--- src/sv/rpnc_pkg.sv ---
// Package with the operation codes, status codes and sizes of the RPN calculator.
package rpnc_pkg;

  localparam int unsigned DefStackDepth = 16;
  localparam int unsigned DataW = 32;
  localparam int unsigned KindW = 4;
  localparam int unsigned StatusW = 3;
  localparam int unsigned DepthOutW = 5;

  typedef enum logic [3:0] {
    KIND_PUSH  = 4'd0,
    KIND_ADD   = 4'd1,
    KIND_SUB   = 4'd2,
    KIND_MUL   = 4'd3,
    KIND_DIV   = 4'd4,
    KIND_MOD   = 4'd5,
    KIND_POW   = 4'd6,
    KIND_DROP  = 4'd7,
    KIND_SWAP  = 4'd8,
    KIND_CLEAR = 4'd9,
    KIND_PEEK  = 4'd10
  } kind_e;

  typedef enum logic [2:0] {
    ST_OK         = 3'd0,
    ST_UNDERFLOW  = 3'd1,
    ST_FULL       = 3'd2,
    ST_DIVZERO    = 3'd3,
    ST_ZERONEGPOW = 3'd4
  } status_e;

  // Request to the shared arithmetic unit.
  typedef struct packed {
    logic       start;
    logic [3:0] kind;
  } alu_req_t;

endpackage

--- src/sv/rpn_stack_calculator.sv ---
// Top level of the RPN stack calculator: stack memory, sequencer and result port.
//
//   channel | handshake              | words
//   --------+------------------------+-------------------------------------------
//   command | start_i, busy_o        | kind_i, operand_value_i
//   result  | done_o (one-cycle)     | status_o, stack_depth_o, top_valid_o,
//           |                        | top_value_o
//
// Div and mod take one quotient bit per cycle in the shared unit; pow takes a multiply
// step and a square step per exponent bit. Zero divisors and zero to a negative power
// end before the unit is started, and other negative exponents bypass the unit.
// Reset empties the stack; stored entries are not cleared. busy_o is high from the
// accepted word until the cycle of its result strobe. The receiver cannot stall results.
module rpn_stack_calculator
  import rpnc_pkg::*;
#(
  parameter int unsigned STACK_DEPTH = DefStackDepth
) (
  input  logic                  clk_i,
  input  logic                  rst_ni,
  input  logic                  start_i,
  output logic                  busy_o,
  input  logic [KindW-1:0]      kind_i,
  input  logic signed [DataW-1:0] operand_value_i,
  output logic                  done_o,
  output logic [StatusW-1:0]    status_o,
  output logic [DepthOutW-1:0]  stack_depth_o,
  output logic                  top_valid_o,
  output logic signed [DataW-1:0] top_value_o
);

  localparam int unsigned AddrW = $clog2(STACK_DEPTH);
  localparam int unsigned CountW = $clog2(STACK_DEPTH + 1);

  typedef enum logic [3:0] {
    S_IDLE,
    S_RD_A,
    S_RD_B,
    S_WAIT_B,
    S_EXEC,
    S_ALU,
    S_WR,
    S_SWAP2,
    S_RD_TOP,
    S_REPORT
  } state_e;

  state_e               state_q;
  logic [3:0]           kind_q;
  logic [DataW-1:0]     val_q;
  logic [CountW-1:0]    count_q;
  logic [StatusW-1:0]   status_q;
  logic [DataW-1:0]     a_q;
  logic [DataW-1:0]     b_q;
  logic                 done_q;
  logic [DataW-1:0]     top_q;

  // Stack memory, one write and one registered read a cycle.
  logic [DataW-1:0]     mem_q [STACK_DEPTH];
  logic                 we;
  logic [AddrW-1:0]     waddr;
  logic [DataW-1:0]     wdata;
  logic [AddrW-1:0]     raddr;
  logic [DataW-1:0]     rdata_q;

  always_ff @(posedge clk_i) begin
    if (we) begin
      mem_q[waddr] <= wdata;
    end
    rdata_q <= mem_q[raddr];
  end

  alu_req_t             alu_req;
  logic                 alu_done;
  logic [DataW-1:0]     alu_res;

  rpnc_alu u_alu (
    .clk_i,
    .rst_ni,
    .req_i    (alu_req),
    .a_i      (a_q),
    .b_i      (b_q),
    .done_o   (alu_done),
    .result_o (alu_res)
  );

  logic [AddrW-1:0] idx1;
  logic [AddrW-1:0] idx2;
  assign idx1 = AddrW'(count_q - 1'b1);
  assign idx2 = AddrW'(count_q - 2'd2);

  // Memory port control follows the state.
  always_comb begin
    we      = 1'b0;
    waddr   = idx1;
    wdata   = val_q;
    raddr   = idx1;
    alu_req = '{start: 1'b0, kind: kind_q};
    case (state_q)
      S_RD_A:   raddr = idx1;
      S_RD_B:   raddr = idx2;
      S_EXEC:   alu_req.start = 1'b1;
      S_SWAP2: begin
        we    = 1'b1;
        waddr = idx1;
        wdata = b_q;
      end
      S_WR: begin
        we    = 1'b1;
        waddr = idx1;
        wdata = val_q;
      end
      default: ;
    endcase
  end

  assign busy_o        = (state_q != S_IDLE);
  assign done_o        = done_q;
  assign status_o      = status_q;
  assign stack_depth_o = DepthOutW'(count_q);
  assign top_valid_o   = (count_q != '0);
  assign top_value_o   = (count_q != '0) ? top_q : '0;

  // Sequencer for one command word.
  always_ff @(posedge clk_i or negedge rst_ni) begin
    if (!rst_ni) begin
      state_q  <= S_IDLE;
      count_q  <= '0;
      done_q   <= 1'b0;
      status_q <= ST_OK;
    end else begin
      done_q <= 1'b0;
      case (state_q)
        S_IDLE: begin
          if (start_i) begin
            kind_q   <= kind_i;
            val_q    <= operand_value_i;
            status_q <= ST_OK;
            state_q  <= S_RD_TOP;
            case (kind_i) inside
              KIND_PUSH: begin
                if (count_q >= CountW'(STACK_DEPTH)) begin
                  status_q <= ST_FULL;
                end else begin
                  count_q <= count_q + 1'b1;
                  state_q <= S_WR;
                end
              end
              [KIND_ADD:KIND_POW], KIND_SWAP: begin
                if (count_q < CountW'(2)) begin
                  status_q <= ST_UNDERFLOW;
                end else begin
                  state_q <= S_RD_A;
                end
              end
              KIND_DROP: begin
                if (count_q == '0) begin
                  status_q <= ST_UNDERFLOW;
                end else begin
                  count_q <= count_q - 1'b1;
                end
              end
              KIND_PEEK: begin
                if (count_q == '0) begin
                  status_q <= ST_UNDERFLOW;
                end
              end
              KIND_CLEAR: count_q <= '0;
              default: ;
            endcase
          end
        end
        S_RD_A:   state_q <= S_RD_B;
        S_RD_B: begin
          a_q     <= rdata_q;
          state_q <= S_WAIT_B;
        end
        S_WAIT_B: begin
          if (kind_q == KIND_SWAP) begin
            // Write old top below, then old second on top.
            val_q   <= rdata_q;
            b_q     <= a_q;
            count_q <= count_q - 1'b1;
            state_q <= S_SWAP2;
          end else begin
            b_q <= rdata_q;
            if ((kind_q == KIND_DIV || kind_q == KIND_MOD) && a_q == '0) begin
              count_q  <= count_q - 2'd2;
              status_q <= ST_DIVZERO;
              state_q  <= S_RD_TOP;
            end else if (kind_q == KIND_POW && a_q[DataW-1]) begin
              if (rdata_q == '0) begin
                count_q  <= count_q - 2'd2;
                status_q <= ST_ZERONEGPOW;
                state_q  <= S_RD_TOP;
              end else begin
                val_q   <= (rdata_q == {{(DataW-1){1'b0}}, 1'b1}) ? 32'd1 :
                           (&rdata_q) ? (a_q[0] ? '1 : 32'd1) : '0;
                count_q <= count_q - 1'b1;
                state_q <= S_WR;
              end
            end else begin
              count_q <= count_q - 2'd2;
              state_q <= S_EXEC;
            end
          end
        end
        S_SWAP2: begin
          count_q <= count_q + 1'b1;
          state_q <= S_WR;
        end
        S_EXEC:   state_q <= S_ALU;
        S_ALU: begin
          if (alu_done) begin
            val_q   <= alu_res;
            count_q <= count_q + 1'b1;
            state_q <= S_WR;
          end
        end
        S_WR:     state_q <= S_RD_TOP;
        S_RD_TOP: state_q <= S_REPORT;
        S_REPORT: begin
          top_q   <= rdata_q;
          done_q  <= 1'b1;
          state_q <= S_IDLE;
        end
        default: state_q <= S_IDLE;
      endcase
    end
  end

endmodule

--- src/sv/rpnc_alu.sv ---
// Shared iterative arithmetic unit: add, subtract, multiply, divide, modulo and power.
module rpnc_alu
  import rpnc_pkg::*;
(
  input  logic              clk_i,
  input  logic              rst_ni,
  input  alu_req_t          req_i,
  input  logic [DataW-1:0]  a_i,
  input  logic [DataW-1:0]  b_i,
  output logic              done_o,
  output logic [DataW-1:0]  result_o
);

  typedef enum logic [1:0] {
    S_IDLE,
    S_DIV,
    S_POW,
    S_FIX
  } state_e;

  localparam int unsigned CntW = $clog2(DataW) + 1;

  state_e            state_q;
  logic [3:0]        kind_q;
  logic [DataW-1:0]  acc_q;     // quotient bits, or power accumulator
  logic [DataW-1:0]  rem_q;     // partial remainder
  logic [DataW-1:0]  opa_q;     // divisor magnitude, or exponent
  logic [DataW-1:0]  opb_q;     // dividend magnitude, or base
  logic              aneg_q;
  logic              bneg_q;
  logic              sqr_q;     // power: alternates multiply and square
  logic [CntW-1:0]   cnt_q;
  logic              done_q;
  logic [DataW-1:0]  res_q;

  // One shared multiplier, with operands chosen by the step.
  logic [DataW-1:0]  mul_x;
  logic [DataW-1:0]  mul_y;
  logic [DataW-1:0]  mul_p;
  logic [DataW:0]    trial;
  logic [DataW-1:0]  rem_sh;

  always_comb begin
    mul_x = a_i;
    mul_y = b_i;
    if (state_q == S_POW) begin
      mul_x = sqr_q ? opb_q : acc_q;
      mul_y = opb_q;
    end
  end
  assign mul_p  = mul_x * mul_y;
  assign rem_sh = {rem_q[DataW-2:0], opb_q[DataW-1]};
  assign trial  = {1'b0, rem_sh} - {1'b0, opa_q};

  assign done_o   = done_q;
  assign result_o = res_q;

  // Sequencer: one quotient bit per cycle, or one multiply per cycle for power.
  always_ff @(posedge clk_i or negedge rst_ni) begin
    if (!rst_ni) begin
      state_q <= S_IDLE;
      done_q  <= 1'b0;
      cnt_q   <= '0;
    end else begin
      done_q <= 1'b0;
      case (state_q)
        S_IDLE: begin
          if (req_i.start) begin
            kind_q <= req_i.kind;
            aneg_q <= a_i[DataW-1];
            bneg_q <= b_i[DataW-1];
            case (req_i.kind)
              KIND_ADD: begin res_q <= b_i + a_i; done_q <= 1'b1; end
              KIND_SUB: begin res_q <= b_i - a_i; done_q <= 1'b1; end
              KIND_MUL: begin res_q <= mul_p;     done_q <= 1'b1; end
              KIND_DIV, KIND_MOD: begin
                opa_q   <= a_i[DataW-1] ? (~a_i + 1'b1) : a_i;
                opb_q   <= b_i[DataW-1] ? (~b_i + 1'b1) : b_i;
                rem_q   <= '0;
                acc_q   <= '0;
                cnt_q   <= CntW'(DataW);
                state_q <= S_DIV;
              end
              KIND_POW: begin
                opa_q   <= a_i;
                opb_q   <= b_i;
                acc_q   <= {{(DataW-1){1'b0}}, 1'b1};
                sqr_q   <= 1'b0;
                state_q <= S_POW;
              end
              default: begin res_q <= '0; done_q <= 1'b1; end
            endcase
          end
        end
        S_DIV: begin
          if (!trial[DataW]) begin
            rem_q <= trial[DataW-1:0];
          end else begin
            rem_q <= rem_sh;
          end
          acc_q <= {acc_q[DataW-2:0], ~trial[DataW]};
          opb_q <= {opb_q[DataW-2:0], 1'b0};
          cnt_q <= cnt_q - 1'b1;
          if (cnt_q == CntW'(1)) begin
            state_q <= S_FIX;
          end
        end
        S_POW: begin
          // Multiply step, then square step, per exponent bit.
          if (!sqr_q) begin
            if (opa_q == '0) begin
              res_q   <= acc_q;
              done_q  <= 1'b1;
              state_q <= S_IDLE;
            end else begin
              if (opa_q[0]) begin
                acc_q <= mul_p;
              end
              sqr_q <= 1'b1;
            end
          end else begin
            opb_q <= mul_p;
            opa_q <= opa_q >> 1;
            sqr_q <= 1'b0;
          end
        end
        S_FIX: begin
          if (kind_q == KIND_DIV) begin
            res_q <= (aneg_q != bneg_q) ? (~acc_q + 1'b1) : acc_q;
          end else begin
            res_q <= bneg_q ? (~rem_q + 1'b1) : rem_q;
          end
          done_q  <= 1'b1;
          state_q <= S_IDLE;
        end
        default: state_q <= S_IDLE;
      endcase
    end
  end

endmodule

--- config.mk ---
export PLATFORM = sky130hd
export DESIGN_NAME = rpn_stack_calculator
export DESIGN_NICKNAME = d
export VERILOG_FILES = /design/src/sv/rpnc_pkg.sv /design/src/sv/rpn_stack_calculator.sv /design/src/sv/rpnc_alu.sv
export SDC_FILE = /design/constraint.sdc
export NUM_CORES = 2
export LEC_CHECK = 0
export BUFFER_PORTS_ARGS = -buffer_cell sky130_fd_sc_hd__buf_2
export CORE_ASPECT_RATIO = 0.8
export CORE_MARGIN = 10
export CORE_UTILIZATION = 45
export DETAILED_ROUTE_END_ITERATION = 16
export PLACE_DENSITY = 0.63
export SLEW_MARGIN = 20
export SYNTH_ARGS = -nofsm -noshare
export SYNTH_HDL_FRONTEND = slang
export SYNTH_SLANG_ARGS = --single-unit
--- constraint.sdc ---
create_clock -name clk_i -period 17.9 [get_ports clk_i]
set_clock_uncertainty 0.05 [all_clocks]
set_input_delay 1.79 -clock clk_i [delete_from_list [all_inputs] [get_ports clk_i]]
set_output_delay 1.79 -clock clk_i [all_outputs]
set_load 0.005 [all_outputs]
Yosys cells after proc, flatten, opt, wreduce, memory -nomap -nowiden
Memory sizes are Yosys's and may differ from the RTL's. A register that Yosys moved wholly into a read port is not among the register bits. Cells that the tools add are included.

Equal/unequal tests: 51. Multipliers: 1. Shift operators: 0. Bitwise logic cells: 5. Reductions and logical operators: 42. Divide/modulo/power cells: 0. Muxes and demuxes: 107. Magnitude comparators: 4. $add $sub $neg: 11.

Operators with widths (number): $mux W32 (34); $pmux W32 S3 (4); $pmux W32 S2 (5); $add A32 B1 Y32 const B (4); $not A32 Y32 (4); $pmux W32 S4 (1); $logic_not A32 Y1 (3); $mux W5 (13); $mux W4 (11); $eq A4 B3 Y1 const B (9); $pmux W4 S9 (1); $sub A32 B32 Y33 (1); $add A32 B32 Y32 (1); $eq A32 B1 Y1 const B (1); $mul A32 B32 Y32 (1); $reduce_and A32 Y1 (1); $sub A32 B32 Y32 (1); $eq A4 B4 Y1 const B (6); $ne A3 B3 Y1 const B (8); $pmux W5 S4 (1); $reduce_and A5 Y1 (4); $mux W1 (18); $ne A2 B2 Y1 const B (9); $eq A4 B2 Y1 const B (4); other kinds (42) (76).

Bits in writable memories: 512. Output and inout bits: 43. Memory bits (read-only): 0. Register bits after elaboration: 321. Logic and storage cells: 243. Bits in latches: 0. Memories kept: 1.

Memory list: mem_q (words 16, bits a word 32, rd ports 1, clocked after memory_dff 1, wr ports 1, RTL line rpn_stack_calculator.sv:59) `logic [DataW-1:0] mem_q [STACK_DEPTH];`.

Logic depth before layout (Yosys ltp)
Word-level depth: 8. Mapped depth: 37. Gate-level depth less buffers: 30.

Cells and area by module
A second synthesis with hierarchy kept.

Cell total of the unflattened synthesis: 5239. Area, all modules: 58232.1 µm².

By module, submodules not included: rpnc_alu (area an instance 30787.0 µm², times used 1, cells each 3572); rpn_stack_calculator (area an instance 27445.1 µm², times used 1, cells each 1667).

Least setup slack after synthesis
No wires, ideal clock.

Path kind: flip-flop to flip-flop. Start point: register u_alu.state_q[0]. End point: register u_alu.res_q[30] (netlist: u_alu.result_o[30]) (data pin). Setup slack: 8.882 ns. Cell stages (with the launch flop): 34. Library setup time: 0.266 ns. Path buffers: 8. Data arrival time: 8.702 ns. Required time: 17.584 ns. Path through: dfrtp_1 inv_1 ha_1 buf_6 buf_6 buf_6 buf_2 buf_1 buf_1 mux2i_1 clkbuf_1 nor2_1 fa_1 fa_1 fa_1 inv_1 fa_1 inv_1 fa_1 fa_1 fa_1 fa_1 ha_1 clkbuf_1 a21o_1 a21o_1 a21oi_1 o21ai_0 a21o_1 a32o_1 o41ai_1 xor2_1 o221a_2 o21ai_1.

Longest elaborated chain between the ends: 6. Elaborated cells on any way between the ends: 9. Classes of those cells: 1 x mul; 2 x eq/ne; 5 x mux; 1 x reduce/logical.

Ends and longest elaborated chain: start, declared (RTL line rpnc_alu.sv:23) `state_e state_q;`; start signal, assigned (RTL line rpnc_alu.sv:61) `state_q <= S_IDLE;`; start signal, assigned (RTL line rpnc_alu.sv:82) `state_q <= S_DIV;`; start signal, assigned (RTL line rpnc_alu.sv:89) `state_q <= S_POW;`; $eq A2 B2 Y1 (RTL line rpnc_alu.sv:46, rpnc_alu.sv:66); $mux W32 (RTL line rpnc_alu.sv:46) `if (state_q == S_POW) begin`; $mul A32 B32 Y32 (RTL line rpnc_alu.sv:51) `assign mul_p = mul_x * mul_y;`; $pmux W32 S4 (RTL line rpnc_alu.sv:72) `case (req_i.kind)`; $mux W32 (RTL line rpnc_alu.sv:68) `if (req_i.start) begin`; $pmux W32 S3 * (RTL line rpnc_alu.sv:66) `case (state_q)`; end signal, assigned (RTL line rpnc_alu.sv:112) `res_q <= acc_q;`; end signal, assigned (RTL line rpnc_alu.sv:129) `res_q <= (aneg_q != bneg_q) ? (~acc_q + 1'b1) : acc_q;`; end signal, assigned (RTL line rpnc_alu.sv:131) `res_q <= bneg_q ? (~rem_q + 1'b1) : rem_q;`; end, declared (RTL line rpnc_alu.sv:34) `logic [DataW-1:0] res_q;`.

Mark *: on every way between the ends. The rest lies on a longest branch, timed or not. The select of a mux whose other input is x is not followed. A chain may end at the register's enable or synchronous reset.

Final worst setup path
Start point: register u_alu.state_q[0]. End point: register u_alu.opb_q[24] (data pin).

Longest elaborated chain between the ends: 5. Elaborated cells on any way between the ends: 8. Classes of those cells: 1 x mul; 2 x eq/ne; 4 x mux; 1 x reduce/logical.

Ends and longest elaborated chain: $eq A2 B2 Y1 (RTL line rpnc_alu.sv:46, rpnc_alu.sv:66); $mux W32 (RTL line rpnc_alu.sv:46); $mul A32 B32 Y32 (RTL line rpnc_alu.sv:51); $mux W32 (RTL line rpnc_alu.sv:110) `if (!sqr_q) begin`; $pmux W32 S3 * (RTL line rpnc_alu.sv:66); end signal, assigned (RTL line rpnc_alu.sv:78) `opb_q <= b_i[DataW-1] ? (~b_i + 1'b1) : b_i;`; end signal, assigned (RTL line rpnc_alu.sv:86) `opb_q <= b_i;`; end signal, assigned (RTL line rpnc_alu.sv:122) `opb_q <= mul_p;`; end, declared (RTL line rpnc_alu.sv:28) `logic [DataW-1:0] opb_q;`.

Marks and branches as above.

==> results.md <==
* Status: complete, no violations
* Fill count at 11506
* Reg2reg setup slack at 7.60 ns
* Slew @ Worst Pin at 1.28 ns
* Critical path class: reg -> reg
* Clock slew at reported path FFs at 0.06 ns
* Layout area overhead at 8.99%
* Post-CTS setup buffers at 0
* Finish-stage setup viols at 0
* CP peak stage delay at 0.76 ns
* Routed Antenna Nets at 0
* Compound-Gate Fraction of Synth Area at 8.69%
* Post-Syn Instances at 5173
* Pleak at 24.3 nW
* Post_cts resized at 0
* Crit path required time at 18.36 ns
* Crit path max fanout at 74
* Pre-antenna DRT Iters at 6
* Worst hold slack at 0.439 ns
* Final Hold Viols at 0
* Total grt overflow at 0
* Cell accounting for the most synthesized area: edfxtp_1
* Share of layout cells above drive strength 1 at 11.3%
* Detailed-route vias per instance at 5.99
* Post-synth top area share at 41.5%
* Gpl congestion at 0.986
* First-pass GRT wire length at 278 mm
* Nets@finish at 5815
* Main combinational cell family by area after synthesis: adder cells
* Setup crit end kind: flip-flop
* Most instantiated cells after synthesis: edfxtp_1, nor2_1, nand2_1
* # DRC at 0
* Fin crit share at 57.5%
* # hold bufs at CTS at 0
* Setup crit start kind: flip-flop
* Drt total wl at 189 mm
* Total track usage at 25.6%
* Dpl cells at 6816
* Ports at 82
* Critical path data arrival time at 10.76 ns
* CTS sink count at 865
* Synth Area in Simple Gates at 12.1%
* Slew Viols, Final at 0
* Peak Freq at 97.1 MHz
* Critical path's slowest cell: buf_4
* Final Critical Period at 10.30 ns
* H-tree depth at 3
* Mapped Area at 58700 um2
* Core box area at 129000 um2
* Initial Utilization at 45.3%
* Number of synthesized flops with an enable pin at 811
* Unique masters post-synth at 96
* Worst min path class: reg -> reg
* Via count of the first global-routing pass at 40665
* Avg WL per Cell at 27.1 um
* Post-synthesis mux area share at 8.18%
* Flops & latches, synth at 865
* Largest net degree at the start of global routing at 86
* Final non-filler cell total at 6971
* Root Buffer: clkbuf_16
* # rows at 118
* DP HPWL at 136 mm
* Pwr Density at 62.8 nW/um2
* Synth top area cells: edfxtp_1, fa_1, mux4_2, ha_1, nor2_1
* Chip width at 424 um
* Most numerous cell on the critical path: fa_1
* Initial antenna violation count at 10
* YS warnings at 0
* Initial drt markers at 5275
* FFs w/ async S/R, synth at 2.54%
* Max_cap viols at 0
* Avg Cell Area, Syn at 11.3 um2
* Total CTS buffers at 81
* Clock latency on the worst-skew pair at 0.68 ns
* Die area at 145000 um2
* Port buffer count at 81
* Routed via count at 41737
* Max transition margin at 14.6%
* Synth Flop Type: edfxtp_1
* Total negative setup slack at 0 ns
* RSZ-0062 raised after global routing: no
* Die Y at 343 um
* Adder-Cell Fraction of Synth Area at 18.4%
* Syn Nets at 5829
* Xor and xnor area share after synthesis at 4.11%
* CTS tree: yes
* Post-synthesis sequential area ratio at 43.5%
* Cell with the most instances after synthesis: edfxtp_1
* CTS Buffer Depth at 3
* VDD IR-drop max at 0.0793 mV
## routing by layer
layer / global-route usage (%) / up-vias / wire length [um]
met2: 37.7 / 2274 / 81700
met1: 37.6 / 21118 / 80800
met3: 5.53 / 323 / 19900
li1: - / 18016 / -
met4: 8.02 / 6 / 6230
met5: 0 / - / 52
## path summary, 6_finish.rpt
| check | cells after the start | end | start |
|---|---|---|---|
| min in group asynchronous | 2 | stack_depth_o[2] | rst_ni |
| max in group asynchronous | 2 | u_alu.state_q[0] | rst_ni |
| min reg2reg | 1 | status_o[1] | status_o[1] |
| min | 1 | status_o[1] | status_o[1] |
| max | 29 | u_alu.opb_q[24] | u_alu.state_q[0] |
| max reg2reg | 29 | u_alu.opb_q[24] | u_alu.state_q[0] |
## cell families after synthesis
family / count (synthesis)
and+or+nand+nor: 1605
muxes: 310
xor gates and xnor gates: 264
DFF: 865
adders and majority gates: 617
AOI/OAI and AO/OA: 777
buffers and inverters: 735
## flip-flops by register name, summed over array words and instances (netlist names), 2 cells and up
signal,count
u_alu.opa_q,32
b_q,32
u_alu.rem_q,32
u_alu.cnt_q,6
status_o,3
val_q,32
u_alu.kind_q,4
u_alu.opb_q,32
rdata_q,32
u_alu.result_o,32
u_alu.state_q,2
a_q,32
u_alu.acc_q,32
stack_depth_o,5
top_q,32
state_q,4
mem_q,512
kind_q,4
## worst max-delay path, delay by kind of cell, from the launching register on
family          cells  cell delay (ns)
flops               1             0.44
compound gates      7             2.49
simple gates        5             1.23
buf+inv             6             1.22
mux                 1             0.35
fa+ha+maj          10             4.33
## placed cells by master (no fill, tap or decap), types with 114 or more instances in the layout
| cell type | n |
|---|---|
| mux4_2 | 128 |
| inv_1 | 458 |
| xnor2_1 | 168 |
| edfxtp_1 | 811 |
| nor2b_1 | 114 |
| a21oi_1 | 172 |
| nand2_1 | 566 |
| o21ai_0 | 146 |
| fa_1 | 410 |
| nor2_1 | 565 |
| ha_1 | 203 |
## through the flow
step / worst slack, ns / cell area (um2) / util [%] / total power (W)
final: 7.60 / 64000 / 49.4 / 0.00401
after floorplan: 8.88 / 58700 / - / 0.00222
after CTS: 7.76 / 63900 / 49.4 / 0.00403
after global routing: 7.17 / 63900 / 49.4 / 0.00411
after detailed placement: 7.79 / 61200 / 47.2 / 0.00223
after global placement: 7.73 / 61200 / 47.2 / 0.00223
## cell type report
type                       instances  area, um2  share of cell area, %
antenna                            5       12.5                 0.0196
inverter                         458       1720                   2.69
multi-input combinational       3573      30600                   47.8
clock inverter                    44        549                  0.859
tap                             1740       2180                   3.40
sequential                       865      25500                   39.9
clock buffer                     106       2230                   3.49
timing repair buffer             180       1160                   1.82
## power breakdown
group	leakage, nW	internal (W)	total, W	switching, W
Combinational	15.1	0.00000411	0.0000124	0.00000831
Sequential	7.93	0.00218	0.00218	0
Clock	1.36	0.00104	0.00183	0.000790
Total	24.3	0.00322	0.00401	0.000798
No activity file was read; power rests on OpenSTA's default activity.
